File: src/design/ils_pkg.sv
`timescale 1ns / 1ps
`default_nettype none
// ----------------------------------------------------------------------------
// ils_pkg
// Shared sizes, codes and the command word that is broadcast to every cell of
// the indexed list store.
// ----------------------------------------------------------------------------
package ils_pkg;

  // Storage geometry
  localparam int DEPTH       = 64;
  localparam int ENTRY_WIDTH = 32;

  // Fixed port widths
  localparam int OP_W   = 3;
  localparam int POS_W  = 7;
  localparam int DATA_W = 32;
  localparam int FIDX_W = 7;
  localparam int LEN_W  = 7;
  localparam int ST_W   = 3;

  // Derived widths
  localparam int IDX_W = $clog2(DEPTH);
  localparam int CNT_W = $clog2(DEPTH + 1);
  localparam int CMP_W = (CNT_W > POS_W) ? CNT_W : POS_W;

  // Match scan: lanes are examined one group per cycle
  localparam int GRP_SIZE = 8;
  localparam int GRP_BITS = $clog2(GRP_SIZE);
  localparam int NGRP     = (DEPTH + GRP_SIZE - 1) / GRP_SIZE;
  localparam int GRP_W    = (NGRP > 1) ? $clog2(NGRP) : 1;
  localparam int MATCH_W  = NGRP * GRP_SIZE;

  typedef logic [ENTRY_WIDTH-1:0] entry_t;

  typedef enum logic [OP_W-1:0] {
    OP_READ      = 3'd0,
    OP_INSERT    = 3'd1,
    OP_DELETE    = 3'd2,
    OP_OVERWRITE = 3'd3,
    OP_SEARCH    = 3'd4,
    OP_CLEAR     = 3'd5
  } op_e;

  typedef enum logic [ST_W-1:0] {
    ST_OK       = 3'd0,
    ST_RANGE    = 3'd1,
    ST_FULL     = 3'd2,
    ST_EMPTY    = 3'd3,
    ST_NOTFOUND = 3'd4
  } status_e;

  typedef enum logic [1:0] {
    CELL_HOLD,
    CELL_INSERT,
    CELL_DELETE,
    CELL_WRITE
  } cell_op_e;

  // Broadcast to all cells each cycle
  typedef struct packed {
    cell_op_e           op;
    logic [IDX_W-1:0]   pos;
    logic [CNT_W-1:0]   fill;
    entry_t             val;
  } cell_cmd_t;

  // Scan unit report
  typedef struct packed {
    logic             done;
    logic             hit;
    logic [IDX_W-1:0] idx;
  } scan_res_t;

endpackage : ils_pkg
`default_nettype wire

File: src/design/ils_scan.sv
`timescale 1ns / 1ps
`default_nettype none
// ----------------------------------------------------------------------------
// ils_scan
// First-match finder. Captures the match lanes of all cells, then walks them
// one group of lanes per cycle from the bottom of the list.
// ----------------------------------------------------------------------------
module ils_scan
  import ils_pkg::*;
(
  input  wire logic               clk,
  input  wire logic               rst_n,
  input  wire logic               start,
  input  wire logic [MATCH_W-1:0] match,
  output scan_res_t               res
);

  logic               busy_r;
  logic [GRP_W-1:0]   grp_r;
  logic [MATCH_W-1:0] match_r;
  logic [GRP_SIZE-1:0] grp_bits;
  logic [GRP_BITS-1:0] pri;
  logic               grp_any;
  logic               last_grp;
  logic [GRP_W+GRP_BITS-1:0] full_idx;

  assign grp_bits = match_r[grp_r * GRP_SIZE +: GRP_SIZE];
  assign grp_any  = |grp_bits;
  assign last_grp = (grp_r == GRP_W'(NGRP - 1));

  // Lowest set lane inside the current group
  always_comb begin
    pri = '0;
    for (int b = GRP_SIZE - 1; b >= 0; b--) begin
      if (grp_bits[b]) pri = GRP_BITS'(b);
    end
  end

  assign full_idx = {grp_r, pri};

  assign res.done = busy_r && (grp_any || last_grp);
  assign res.hit  = grp_any;
  assign res.idx  = IDX_W'(full_idx);

  // Capture lanes on start, advance one group per cycle, stop on a hit
  always_ff @(posedge clk) begin
    if (!rst_n) begin
      busy_r <= 1'b0;
      grp_r  <= '0;
    end else if (start) begin
      busy_r  <= 1'b1;
      grp_r   <= '0;
      match_r <= match;
    end else if (busy_r) begin
      if (grp_any || last_grp) busy_r <= 1'b0;
      else grp_r <= grp_r + GRP_W'(1);
    end
  end

endmodule : ils_scan
`default_nettype wire

File: config.mk
export PLATFORM = sky130hd
export DESIGN_NAME = ils_scan
export DESIGN_NICKNAME = d
export VERILOG_FILES = /design/src/design/ils_pkg.sv /design/src/design/ils_scan.sv
export SDC_FILE = /design/constraint.sdc
export NUM_CORES = 1
export LEC_CHECK = 0
export ABC_AREA = 1
export BUFFER_PORTS_ARGS = -buffer_cell sky130_fd_sc_hd__buf_4
export CORE_MARGIN = 4
export CORE_UTILIZATION = 45
export DETAILED_ROUTE_END_ITERATION = 8
export PLACE_DENSITY = 0.69
export SETUP_SLACK_MARGIN = 0.1
export SYNTH_ARGS = -nofsm -noshare
export SYNTH_HDL_FRONTEND = slang
export SYNTH_SLANG_ARGS = --single-unit
File: constraint.sdc
create_clock -name clk -period 4.1 [get_ports clk]
set_clock_uncertainty 0.15 [all_clocks]
set_input_delay 0.205 -clock clk [delete_from_list [all_inputs] [get_ports clk]]
set_output_delay 0.205 -clock clk [all_outputs]
set_load 0.03 [all_outputs]
==> metrics <==
First DRT Iteration DRCs 150; H-Tree Level Count 3; Critical Path RT ~3.7 ns; Worst-Margin Slew between 0.6 and 0.7 ns; Setup TNS Final 0 ns; core footprint ~6400 um2; Ys Warns 0; DRT Pass-1 Iters 5; Synth area leaders edfxtp_1 (64%), nand2_1 (13%), nand3_1 (6.3%), inv_1 (5.5%), dfxtp_1 (2.7%); CTS root buf clkbuf_8; Starting Density 0.469; dpl hpwl 4080 um; setup violators final 0; FMAX between 300 and 400 MHz; largest net degree at the start of global routing 43; Startpoint Class flop; vias per cell between 4 and 5; total global-route track usage 0.175; Final Routed Wirelength 6660 um; max-cap check violation count 0; sequential cell area ~2000 um2; ant diodes 0; worst hold slack between 0.08 and 0.09 ns; Mapped Area around 3000 um2; layout cells sized above 1 0.231; Hold Crit Class in2reg; critical path type reg2out; final worst path period share 0.690; Post-DRT Antenna Nets 0; Worst path slowest cell dfxtp_1; DIE HEIGHT approximately 90 um; Final Slew Violations 0; number of buffers and inverters on the critical path 2; Avg WL per Cell 12.8 um; most common cell after layout, fill and taps aside nand2_1; Int Power roughly 1200 uW; CTS Buf Count 9; RSZ-0062 raised after global routing false; Cell Pwr Density 345 nW/um2; Post-Syn Nets between 300 and 400; status completed; crit-path cells buf_4 -> nand2_1 -> nand3_1 -> nand3_1 -> nand2_1 -> nand3_1 -> nand2_1 -> nand2_1 -> nand2_1 -> nand2_1 -> a21boi_0 -> buf_4; clock network fraction of design power 0.357; Synth area leader edfxtp_1; Finished Layout Cells 519; Die ar. 8060 um2; vias post-DR 2366; gpl congestion about 0.80; PostCTS Resize Cnt 0; initial antenna violation count 0; GRT overflow 0; residual DRC count 0; Final Hold Vio Count 0; row count 29; Cells after Synth approximately 300; Final Critical Period 2.83 ns; placed insts 436; critical path's most frequent cell nand2_1; Logic pwr share 0.110; chip width between 80 and 90 um; number of global-route vias before repair 2431; Crit path arrival time 2.48 ns; clk slew on worst S/H paths 0.07 ns; nets@finish 506; register bit total from synthesis 68; Reg power frac 0.534; VDD IR max 274 uV; clk_lat worst skew 0.34 ns; post-synth top area share 0.638; P_sw roughly 340 uW; Layout fillers approximately 470; commonest cells after routing, fill and taps aside nand2_1 (108), buf_4 (76), dlygate4sd3_1 (67); multi-input logic area 741 um2; Ports 75; Seq/Total Area, Yosys 0.665; mean area per synthesized cell slightly above 10 um2; crit path capture type output pin; Slew headroom 0.565; setup bufs post-CTS 0; global-route wire length before repair 11200 um; Sw Ratio 0.224; PnR Total Power 1540 uW; Pleak 0.00203 uW; Top Family by Delay on Critical Path flip-flops; Netlist cell types 23; Port Buffers 74; Clock Path Buffers 2; Crit Path Max Fanout 24; Area growth syn-to-layout 48.1%; CTS tree built; CP peak stage delay 0.66 ns; CTS sink cnt 68
power by group through the flow:
stage                     Combinational (uW)  Sequential (uW)  Clock, uW
after floorplan                         52.0              833          0
after global placement                   116              835          0
after detailed placement                 117              836          0
after CTS                                168              820        555
after global routing                     186              824        589
final                                    169              820        548
cell usage after synthesis:
master	instances
a21boi_0	1
a21oi_1	1
a31oi_1	1
buf_2	3
buf_4	7
buf_6	2
clkinv_1	1
dfxtp_1	4
edfxtp_1	64
ha_1	2
inv_1	44
inv_2	1
inv_4	1
nand2_1	108
nand2_2	3
nand3_1	38
nand4_2	1
nor2_1	7
nor2_2	1
nor2_4	2
nor3_1	1
o21ai_0	1
o21ai_1	1
kinds of logic (layout without fill, tap and decap cells):
| logic type | Yosys count | after routing | synth area share |
|---|---|---|---|
| adder cells (fa/ha/maj) | 2 | 2 | 0.00831 |
| flip-flops | 68 | 68 | 0.665 |
| buffers and inverters | 59 | 206 | 0.0893 |
| AND/OR/NAND/NOR | 161 | 161 | 0.228 |
| AO/OA/AOI/OAI | 5 | 5 | 0.00955 |
through the flow:
stage               worst slack, ns   util  instance area (um2)
finish                         1.27  0.694                 4460
global route                   1.06  0.694                 4460
CTS                            1.26  0.694                 4460
detailed placement             1.66  0.559                 3590
global placement               1.63  0.559                 3590
floorplan                      1.68      -                 3010
path summary, 6_finish.rpt:
kind	start	to	slack (ns)	cells past startpoint
worst min-delay path	rst_n	grp_r[1]	0.09	5
worst max-delay path	grp_r[0]	res[0]	1.27	12
worst max register to register	grp_r[0]	busy_r	1.37	10
worst min register to register	busy_r	grp_r[0]	0.48	2
cell type report:
class,instances,area share
Inverter,47,0.0401
Clock inverter,7,0.0171
Timing Repair Buffer,143,0.278
Multi-Input combinational cell,168,0.166
Clock buffer,9,0.0278
Tap cell,77,0.0216
Sequential cell,68,0.449
repair_timing:
item                                    4_1_cts  5_1_grt
endpoints found under the setup margin        0        0
hold buffers                                 67        0
hold endpoints to repair                     67        0
worst register-to-register path: cells and delay by family, from the launching register on:
family,cells,cell delay [ns]
buf+inv,2,0.92
simple gates,7,0.79
flops,1,0.66
compound gates,1,0.16
sequential cells by signal (all words and copies together), names as in the netlist:
register	count
busy_r	1
grp_r	3
match_r	64
per-layer routing:
layer  up-vias  GRT usage  share of wire  wire (um)
li1       1228          -              -          -
met1      1068      0.213           0.43       2830
met2        62      0.295           0.51       3380
met3         8     0.0618          0.057        377
met4         0     0.0511          0.011         72
met5         -          0              0          0
No activity file was read; power rests on OpenSTA's default activity.
