==> src/design/ils_pkg.sv <==
`timescale 1ns / 1ps
`default_nettype none
// ----------------------------------------------------------------------------
// ils_pkg
// Shared sizes, codes and the command word that is broadcast to every cell of
// the indexed list store.
// ----------------------------------------------------------------------------
package ils_pkg;

  // Storage geometry
  localparam int DEPTH       = 64;
  localparam int ENTRY_WIDTH = 32;

  // Fixed port widths
  localparam int OP_W   = 3;
  localparam int POS_W  = 7;
  localparam int DATA_W = 32;
  localparam int FIDX_W = 7;
  localparam int LEN_W  = 7;
  localparam int ST_W   = 3;

  // Derived widths
  localparam int IDX_W = $clog2(DEPTH);
  localparam int CNT_W = $clog2(DEPTH + 1);
  localparam int CMP_W = (CNT_W > POS_W) ? CNT_W : POS_W;

  // Match scan: lanes are examined one group per cycle
  localparam int GRP_SIZE = 8;
  localparam int GRP_BITS = $clog2(GRP_SIZE);
  localparam int NGRP     = (DEPTH + GRP_SIZE - 1) / GRP_SIZE;
  localparam int GRP_W    = (NGRP > 1) ? $clog2(NGRP) : 1;
  localparam int MATCH_W  = NGRP * GRP_SIZE;

  typedef logic [ENTRY_WIDTH-1:0] entry_t;

  typedef enum logic [OP_W-1:0] {
    OP_READ      = 3'd0,
    OP_INSERT    = 3'd1,
    OP_DELETE    = 3'd2,
    OP_OVERWRITE = 3'd3,
    OP_SEARCH    = 3'd4,
    OP_CLEAR     = 3'd5
  } op_e;

  typedef enum logic [ST_W-1:0] {
    ST_OK       = 3'd0,
    ST_RANGE    = 3'd1,
    ST_FULL     = 3'd2,
    ST_EMPTY    = 3'd3,
    ST_NOTFOUND = 3'd4
  } status_e;

  typedef enum logic [1:0] {
    CELL_HOLD,
    CELL_INSERT,
    CELL_DELETE,
    CELL_WRITE
  } cell_op_e;

  // Broadcast to all cells each cycle
  typedef struct packed {
    cell_op_e           op;
    logic [IDX_W-1:0]   pos;
    logic [CNT_W-1:0]   fill;
    entry_t             val;
  } cell_cmd_t;

  // Scan unit report
  typedef struct packed {
    logic             done;
    logic             hit;
    logic [IDX_W-1:0] idx;
  } scan_res_t;

endpackage : ils_pkg
`default_nettype wire

==> src/design/ils_cell.sv <==
`timescale 1ns / 1ps
`default_nettype none
// ----------------------------------------------------------------------------
// ils_cell
// One list entry. Loads a new value, takes its lower or upper neighbor on an
// insert or delete shift, and compares itself against the broadcast value.
// ----------------------------------------------------------------------------
module ils_cell
  import ils_pkg::*;
(
  input  wire logic             clk,
  input  wire cell_cmd_t        cmd,
  input  wire logic [IDX_W-1:0] cell_idx,
  input  wire entry_t           below_entry,
  input  wire entry_t           above_entry,
  output entry_t                entry,
  output entry_t                tap,
  output logic                  hit
);

  entry_t entry_r;
  entry_t entry_nxt;
  logic   at_pos;
  logic   above_pos;

  assign at_pos    = (cell_idx == cmd.pos);
  assign above_pos = (cell_idx > cmd.pos);

  // Pick the next entry value from the broadcast command
  always_comb begin
    entry_nxt = entry_r;
    unique case (cmd.op)
      CELL_HOLD:   entry_nxt = entry_r;
      CELL_INSERT: begin
        if (at_pos) entry_nxt = cmd.val;
        else if (above_pos) entry_nxt = below_entry;
      end
      CELL_DELETE: begin
        if (at_pos || above_pos) entry_nxt = above_entry;
      end
      CELL_WRITE: begin
        if (at_pos) entry_nxt = cmd.val;
      end
      default:     entry_nxt = entry_r;
    endcase
  end

  // Hold the entry
  always_ff @(posedge clk) begin
    entry_r <= entry_nxt;
  end

  assign entry = entry_r;

  // Drive the read tap only from the addressed cell
  assign tap = at_pos ? entry_r : '0;

  // Match only inside the filled part of the list
  assign hit = (CNT_W'(cell_idx) < cmd.fill) && (entry_r == cmd.val);

endmodule : ils_cell
`default_nettype wire

==> config.mk <==
export PLATFORM = sky130hd
export DESIGN_NAME = ils_cell
export DESIGN_NICKNAME = d
export VERILOG_FILES = /design/src/design/ils_pkg.sv /design/src/design/ils_cell.sv
export SDC_FILE = /design/constraint.sdc
export NUM_CORES = 1
export LEC_CHECK = 0
export ABC_CLOCK_PERIOD_IN_PS = 5200
export BUFFER_PORTS_ARGS = -buffer_cell sky130_fd_sc_hd__buf_2
export CORE_ASPECT_RATIO = 1.5
export CORE_UTILIZATION = 47
export CTS_CLUSTER_SIZE = 12
export DETAILED_ROUTE_END_ITERATION = 16
export PLACE_DENSITY = 0.85
export SETUP_SLACK_MARGIN = 0.2
export SLEW_MARGIN = 20
export SYNTH_ARGS = -nofsm -noshare
export SYNTH_HDL_FRONTEND = slang
export SYNTH_SLANG_ARGS = --single-unit
export TNS_END_PERCENT = 5
==> constraint.sdc <==
create_clock -name clk -period 5.2 [get_ports clk]
set_input_delay 0.52 -clock clk [delete_from_list [all_inputs] [get_ports clk]]
set_output_delay 0.52 -clock clk [all_outputs]
set_load 0.03 [all_outputs]
==> impl_results.md, run 1 <==
- Worst-path cell chain: buf_2 -> ha_1 -> nand4_2 -> nor2_4 -> buf_4 -> and2_1 -> buf_2
- Synth Instances: approximately 300
- Nets@finish: between 500 and 600
- Post-Place Worst Slack: a little under 2000 ps
- Mapped Area: 2880 µm²
- PwrDens: between 200 and 250 nW/µm²
- Area leader, netlist: edfxtp_1
- Gr usage total: 0.260
- Pleak: 1.93 nW
- DRC Markers: 0
- Synth Flop Type: edfxtp_1
- Synth top area share: 0.334
- Hold_buf cts: 0
- First-pass GRT wire length: ~13 mm
- Logic pwr share: 0.345
- PortBufs: ~180
- Die Y: a little under 100 µm
- Net Sw Power: about 320 µW
- Setup TNS: 0 ps
- Unique masters post-synth: 30
- Max Used Layer: met4
- Worst path slowest cell: nor2_4
- Via/cell ratio: 5.34
- Synth-to-layout area growth: 34.4%
- Status: complete, no violations
- Core area: roughly 5900 µm²
- CTS Buffer Depth: 2
- WHS: between 600 and 700 ps
- Non-Filler Cell Area, Final: ~3900 µm²
- Root Driver: clkbuf_8
- Vias in the first global route: between 2000 and 3000
- Vias: 2890
- Die width: about 66 µm
- Initial antenna violation count: 0
- Most instantiated library cell after synthesis: a21oi_1
- M1 WL: 2.98 mm
- Cts repair resizes: 0
- WL/cell: 15.3 µm
- CTS Buf Count: 5
- Syn Area/Cell: a little under 10 µm²
- Layout Utilization: 0.659
- Final number of max-transition violations: 0
- Arr. time, crit path: ~2700 ps
- Grt total ovfl: 0
- Wirelength, routed: approximately 8.3 mm
- WL met3: ~460 µm
- # Post-CTS Setup Buffers: 0
- CTS tree: done
- Initial DRT Pass Iterations: 6
- Top Family by Delay on Critical Path: simple AND/OR/NAND/NOR gates
- Worst path bufs/invs: 3
- Num ports: 183
- Ys Warns: 0
- Crit path launch type: input port
- Antenna Nets Post-Route: 0
- Slew @ Worst Pin: around 1000 ps
- Initial detailed-routing violation count: between 100 and 150
- Register share of total power: 0.399
- Layout cells sized above 1: 0.416
- H-tree Lvls: 2
- Crit path kind: input port to primary output
- Crit Path Max Fanout: 57
- Number of flops mapped to enable cells by yosys: 32
- # clock sinks: 32
- Crit. End Element: primary output
- Max-cap violations: 0
- Final setup margin: slightly below 2000 ps
- Clock network fraction of design power: 0.256
- Post-place instance area: approximately 3800 µm²
- # rows: 34
- Area of the die: approximately 6400 µm²
- Final setup viols: 0
- Cell mode on critical path: buf_2
- Final min period: roughly 3300 ps
- Routability cong.: between 0.9 and 1
- Part of the cycle the worst path needs: 0.627
- Post-DP HPWL: 6.40 mm
- Worst rel slew slack: 0.325
- Top post-synthesis cells by count: 38 x a21oi_1, 32 x and2_1, 32 x edfxtp_1, 32 x xor2_1
- Max IR drop VDD: 0.225 mV
- Largest cells by area after synthesis: edfxtp_1 33%, mux2i_1 11%, xor2_1 9.7%
- N_diodes: 0
- Slowest cell delay on critical path: 630 ps
- Initial Utilization: 0.490
- Internal power: 591 µW
- Max reg flops: 32
- Critical Path RT: about 4700 ps
- Hold Vio Cnt, Final: 0
- Hold Path Class: input port to register
- Met2 Wirelength: between 4 and 5 mm
- Yosys reg bits: 32
- Register area share after synthesis: 0.334
- Sw frac: 0.352
- Largest net degree at the start of global routing: about 70
- Ys async rst share: 0
- RSZ-0062 raised after global routing: no
- Syn nets: 428
- Clk slew on worst S/H paths: approximately 70 ps
- Achievable Freq: between 300 and 400 MHz
==> per-layer routing <==
| layer | GRT usage | vias up |
|---|---|---|
| met2 | 0.487 | 118 |
| met5 | 0 | - |
| met4 | 0.129 | 0 |
| met1 | 0.265 | 1329 |
| li1 | - | 1418 |
| met3 | 0.0432 | 25 |
==> layout make-up <==
cell class / instances / area, µm²
clock buffer: 5 / 68.8
fill: 515 / 2000
timing repair buffer: 183 / 921
inverter: 12 / 45.0
tap: 72 / 90.1
sequential: 32 / 961
multi-input combinational: 234 / 1750
clock inverter: 3 / 37.5
==> layout by cell type (no fill, tap or decap), types with 11 or more instances in the layout <==
cell type    n
xor2_1      32
ha_1        11
nor2b_1     31
a211oi_1    29
buf_2      181
edfxtp_1    32
mux2i_1     31
inv_1       12
and2_1      32
a21oi_1     38
==> path summary, 6_finish.rpt <==
| kind | cells past startpoint | end | slack [ps] | start |
|---|---|---|---|---|
| setup / recovery | 7 | tap[26] | 1940 | cell_idx[5] |
| hold / removal | 3 | entry[19] | 610 | above_entry[19] |
==> cells by family after synthesis <==
kind of cell | count (synthesis) | synth area share
xor gates and xnor gates | 32 | 0.0974
adders and majority gates | 11 | 0.0478
and+or+nand+nor | 86 | 0.186
AOI/OAI and AO/OA | 74 | 0.165
DFF | 32 | 0.334
buffers and inverters | 33 | 0.0622
muxes | 31 | 0.108
==> power groups by stage <==
stage	Clock, mW	Combinational (mW)	Sequential (mW)
2_1_floorplan	0	0.126	0.435
3_3_place_gp	0	0.310	0.368
3_5_place_dp	0	0.316	0.370
4_1_cts	0.239	0.318	0.364
5_1_grt	0.245	0.341	0.369
6_report	0.233	0.315	0.364
==> metrics by stage <==
step                      total power, mW  cells
after global placement              0.678    533
after floorplan                     0.561    299
after detailed placement            0.686    533
after CTS                           0.921    541
after global routing                0.955    541
final                               0.912    541
Power figures use the tool's default switching activity.
==> inputs of run 2 (changes only) <==
--- a/config.mk
+++ b/config.mk
@@ -5,13 +5,13 @@
 export SDC_FILE = /design/constraint.sdc
 export NUM_CORES = 1
 export LEC_CHECK = 0
-export ABC_CLOCK_PERIOD_IN_PS = 5200
+export ABC_CLOCK_PERIOD_IN_PS = 3000
 export BUFFER_PORTS_ARGS = -buffer_cell sky130_fd_sc_hd__buf_2
 export CORE_ASPECT_RATIO = 1.5
-export CORE_UTILIZATION = 47
+export CORE_UTILIZATION = 39
 export CTS_CLUSTER_SIZE = 12
 export DETAILED_ROUTE_END_ITERATION = 16
-export PLACE_DENSITY = 0.85
+export PLACE_DENSITY = 0.75
 export SETUP_SLACK_MARGIN = 0.2
 export SLEW_MARGIN = 20
 export SYNTH_ARGS = -nofsm -noshare
==> constraint.sdc (replaced) <==
create_clock -name clk -period 3 [get_ports clk]
set_input_delay 0.3 -clock clk [delete_from_list [all_inputs] [get_ports clk]]
set_output_delay 0.3 -clock clk [all_outputs]
set_load 0.03 [all_outputs]
==> impl_results.md, run 2 (synthesis gave the netlist of run 1 again) <==
- Slew @ Worst Pin: 689 ps (-324 ps)
- Crit path launch type: register
- # clock sinks: 32 (unchanged)
- Nets@finish: 603 (+1.0%)
- Slowest cell delay on critical path: 440 ps (-190 ps)
- H-tree Lvls: 2 (unchanged)
- Crit. End Element: primary output
- Violated checks: DRC
- Antenna Nets Post-Route: 0 (unchanged)
- Via/cell ratio: 5.01 (-6.3%)
- Initial antenna violation count: 0 (unchanged)
- Core area: 7180 µm² (+22%)
- Hold_buf cts: 0 (unchanged)
- Most common cell after layout, fill and taps aside: buf_2
- Final setup margin: 719 ps (-1220 ps)
- PortBufs: 182 (unchanged)
- N_diodes: 0 (unchanged)
- RSZ-0062 raised after global routing: no
- Layout cells sized above 1: 0.425 (+0.00948)
- Post-Layout Cell Count: 575 (+6.3%)
- Final min period: 2280 ps
- # rows: 38 (+12%)
- Setup TNS: 0 ps (unchanged)
- Wirelength, routed: 8.33 mm (+0.85%)
- Die Y: 107 µm (+9.6%)
- CTS Buffer Depth: 2 (unchanged)
- Dpl cells: 567 (+6.4%)
- Crit Path Max Fanout: 3 (-95%)
- Critical Path RT: 2700 ps (-1980 ps)
- Part of the cycle the worst path needs: 0.760
- Worst rel slew slack: 0.540 (+0.216)
- Hold Vio Cnt, Final: 0 (unchanged)
- Crit path kind: register to primary output
- GRT busiest layer: met2
- Final setup viols: 0 (unchanged)
- Arr. time, crit path: 1980 ps (-760 ps)
- Die width: 72.1 µm (+9.5%)
- # Post-CTS Setup Buffers: 0 (unchanged)
- First-pass GRT wire length: 12.5 mm (-2.3%)
- Synth-to-layout area growth: 36.3%
- Filler Cell Count: 675 (+31%)
- Initial Utilization: 0.401 (-0.0894)
- Area of the multi-input gates: 1750 µm² (unchanged)
- Reg area: 961 µm² (unchanged)
- Post-DP HPWL: 6.74 mm (+5.4%)
- CTS Buf Count: 5 (unchanged)
- Pleak: 1.95 nW (+1.1%)
- Gr usage total: 0.211 (-0.0488)
- Vias: 2878 (-0.42%)
- Post-Place Worst Slack: 855 ps (-1080 ps)
- Most frequent cells in the layout: 182 x buf_2, 38 x a21oi_1, 32 x and2_1, 32 x xor2_1, 32 x edfxtp_1
- Status: complete, but fails checks
- DRC Markers: 1 (+1)
- Clk slew on worst S/H paths: 70 ps (about the same)
- Hold Path Class: input port to register
- Root Driver: clkbuf_8
- CTS tree: done
- Worst-path cell chain: xor2_1 -> nor4_1 -> nand4_1 -> nor3_1 -> buf_2
- Met2 usage: 0.401 (-0.0855)
- Cts repair resizes: 0 (unchanged)
- Area of the die: 7730 µm² (+20%)
- PwrDens: 382 nW/µm² (+62%)
- WL/cell: 14.5 µm (-5.1%)
- Max IR drop VDD: 0.241 mV (+6.9%)
- Max reg flops: 32 (unchanged)
- Achievable Freq: between 400 and 500 MHz
- Grt total ovfl: 0 (unchanged)
- Routability cong.: 0.863 (-7.1%)
- Initial DRT Pass Iterations: 10 (+4)
- Largest net degree at the start of global routing: 42 (-38%)
- Max-cap violations: 0 (unchanged)
- GR Util met1: 0.228 (-0.0367)
- Initial detailed-routing violation count: 92 (-28%)
- Num ports: 183 (unchanged)
- Worst path slowest cell: edfxtp_1
- Final number of max-transition violations: 0 (unchanged)
- Met3 Use GR: 0.0273 (-0.0160)
- Vias in the first global route: 2661 (-4.2%)
## run 2: worst paths after layout
kind,startpoint,endpoint,slack [ps],depth (start not counted)
max,entry[10],hit,720,5
min,above_entry[5],entry[5],380,3
## run 2: metal layers
metal / vias to the layer above / part of all wire
li1: 1437 / -
met1: 1334 / 0.38
met2: 93 / 0.55
met3: 14 / 0.043
met4: 0 / 0.025
met5: - / 0
## run 2: cell type report
cell class | instances | area share
flip-flops and latches | 32 | 0.245
repair buffers | 189 | 0.246
multi-input cells | 234 | 0.445
clock inverters | 3 | 0.00351
inverters | 12 | 0.0115
clock buffers | 5 | 0.0175
well taps | 100 | 0.0319
## run 2: where the power goes
group	total (mW)	switching, mW	internal (mW)
sequential	0.632	0.0574	0.575
clock	0.316	0.158	0.157
combinational	0.551	0.339	0.212
total	1.50	0.554	0.944
## run 2: through the flow
step | hold WS (ps) | instance area [µm²] | power [mW] | utilization
2_1_floorplan | 549 | 2880 | 0.972 | -
3_3_place_gp | 668 | 3840 | 1.19 | 0.535
3_5_place_dp | 676 | 3840 | 1.20 | 0.535
4_1_cts | 377 | 3920 | 1.51 | 0.546
5_1_grt | 396 | 3920 | 1.58 | 0.546
6_report | 384 | 3920 | 1.50 | 0.546
## run 2: critical path, delay by kind of cell, from the launching register on
family / cells / cell delay, ps
XOR/XNOR: 1 / 160
buffers and inverters: 1 / 230
flip-flops: 1 / 440
AND/OR/NAND/NOR: 3 / 860
==> inputs of run 3 (changes only) <==
--- a/config.mk
+++ b/config.mk
@@ -5,13 +5,13 @@
 export SDC_FILE = /design/constraint.sdc
 export NUM_CORES = 1
 export LEC_CHECK = 0
-export ABC_CLOCK_PERIOD_IN_PS = 3000
+export ABC_CLOCK_PERIOD_IN_PS = 2400
 export BUFFER_PORTS_ARGS = -buffer_cell sky130_fd_sc_hd__buf_2
 export CORE_ASPECT_RATIO = 1.5
-export CORE_UTILIZATION = 39
+export CORE_UTILIZATION = 44
 export CTS_CLUSTER_SIZE = 12
 export DETAILED_ROUTE_END_ITERATION = 16
-export PLACE_DENSITY = 0.75
+export PLACE_DENSITY = 0.81
 export SETUP_SLACK_MARGIN = 0.2
 export SLEW_MARGIN = 20
 export SYNTH_ARGS = -nofsm -noshare
==> constraint.sdc (replaced) <==
create_clock -name clk -period 2.4 [get_ports clk]
set_input_delay 0.24 -clock clk [delete_from_list [all_inputs] [get_ports clk]]
set_output_delay 0.24 -clock clk [all_outputs]
set_load 0.03 [all_outputs]
==> impl_results.md, run 3 (synthesis gave the netlist of run 1 again) <==
- Arr. time, crit path: 1830 ps (-150 ps)
- Max-cap violations: 0 (unchanged)
- # clock sinks: 32 (unchanged)
- Synth-to-layout area growth: 37.1%
- Non-Filler Cell Area, Final: 3950 µm² (+0.57%)
- WL/cell: 14.8 µm (+2.0%)
- Antenna Nets Post-Route: 0 (unchanged)
- Crit path launch type: register
- Initial antenna violation count: 0 (unchanged)
- Hold_buf cts: 0 (unchanged)
- Largest net degree at the start of global routing: 66 (+57%)
- Part of the cycle the worst path needs: 0.864
- Most common cell after layout, fill and taps aside: buf_2
- Clk slew on worst S/H paths: 70 ps (about the same)
- Crit path kind: register to primary output
- CTS Buffer Depth: 2 (unchanged)
- DRC Markers: 0 (-1)
- Post-place instance area: 3820 µm² (-0.52%)
- Nets@finish: 603 (unchanged)
- Worst rel slew slack: 0.696 (+0.156)
- Layout cells sized above 1: 0.429 (+0.00421)
- Vias in the first global route: 2577 (-3.2%)
- Tot Pwr: 1.98 mW (+32%)
- Post-DP HPWL: 6.42 mm (-4.8%)
- Area of the multi-input gates: 1760 µm² (+1.1%)
- Critical Path RT: 2160 ps (-540 ps)
- Vias: 2865 (-0.45%)
- PwrDens: 502 nW/µm² (+31%)
- CTS tree: done
- Root Driver: clkbuf_8
- Wirelength, routed: 8.11 mm (-2.6%)
- Final number of max-transition violations: 0 (unchanged)
- Core area: 6220 µm² (-13%)
- Gr usage total: 0.231 (+0.0193)
- CTS Buf Count: 5 (unchanged)
- Die width: 68.0 µm (-5.7%)
- H-tree Lvls: 2 (unchanged)
- Num ports: 183 (unchanged)
- Via/cell ratio: 5.22 (+4.3%)
- Pleak: 1.96 nW (+0.58%)
- Hold Vio Cnt, Final: 0 (unchanged)
- Initial DRT Pass Iterations: 4 (-6)
- Cts repair resizes: 0 (unchanged)
- Most frequent cells in the layout: 182 x buf_2, 38 x a21oi_1, 32 x and2_1, 32 x xor2_1, 32 x edfxtp_1
- Max reg flops: 32 (unchanged)
- Filler Cell Count: 546 (-19%)
- Crit. End Element: primary output
- Area of the die: 6870 µm² (-11%)
- RSZ-0062 raised after global routing: no
- Initial detailed-routing violation count: 83 (-9.8%)
- Max IR drop VDD: 0.448 mV (+86%)
- First-pass GRT wire length: 11.7 mm (-6.4%)
- N_diodes: 0 (unchanged)
- Crit Path Max Fanout: 3 (unchanged)
- Die Y: 101 µm (-5.7%)
- Hold Startpoint: above_entry[3]
- Crit. Startpoint: entry[17]
- PortBufs: 182 (unchanged)
- Status: complete, no violations
- Reg area: 961 µm² (unchanged)
- Initial Utilization: 0.463 (+0.0619)
- Hold Path Class: input port to register
- Final setup viols: 0 (unchanged)
- Final min period: slightly above 2000 ps
- Grt total ovfl: 0 (unchanged)
- Achievable Freq: between 400 and 500 MHz
- Slew @ Worst Pin: 455 ps (-234 ps)
- Setup TNS: 0 ps (unchanged)
- Routability cong.: 0.873 (+1.1%)
- # rows: 35 (-7.9%)
- # Post-CTS Setup Buffers: 0 (unchanged)
-- run 3: cell type report --
type | instances | share of cell area
multi-input cells | 234 | 0.447
repair buffers | 189 | 0.247
flip-flops and latches | 32 | 0.244
well taps | 74 | 0.0235
clock buffers | 5 | 0.0174
inverters | 12 | 0.0114
clock inverters | 3 | 0.00951
-- run 3: power breakdown --
part	leakage, nW	internal, mW	total (mW)	switching (mW)
logic	1.60	0.269	0.695	0.426
registers	0.306	0.719	0.788	0.0694
clock network	0.0532	0.302	0.498	0.196
-- run 3: layer usage --
metal  track usage  vias to the layer above  share of wire
li1              -                     1428              -
met1         0.250                     1297           0.36
met5             0                        -              0
met4         0.109                        0          0.035
met3        0.0419                       19          0.075
met2         0.414                      121           0.53
-- run 3: final timing paths --
path,to,slack [ps],depth (start not counted)
worst max-delay path,hit,330,5
worst min-delay path,entry[3],330,3
-- run 3: worst max-delay path, stage by stage (launching register included) --
cell and delay [ps]:
edfxtp_1 430, xor2_1 210, nor4_2 340, nand4_1 120, nor3_1 220, buf_2 230
-- run 3: through the flow --
step,std cells,worst slack [ps],util,hold slack [ps]
3_3_place_gp,541,488,0.614,608
5_1_grt,549,219,0.634,322
2_1_floorplan,299,204,-,489
6_report,549,326,0.634,331
4_1_cts,549,206,0.631,318
3_5_place_dp,541,405,0.614,616
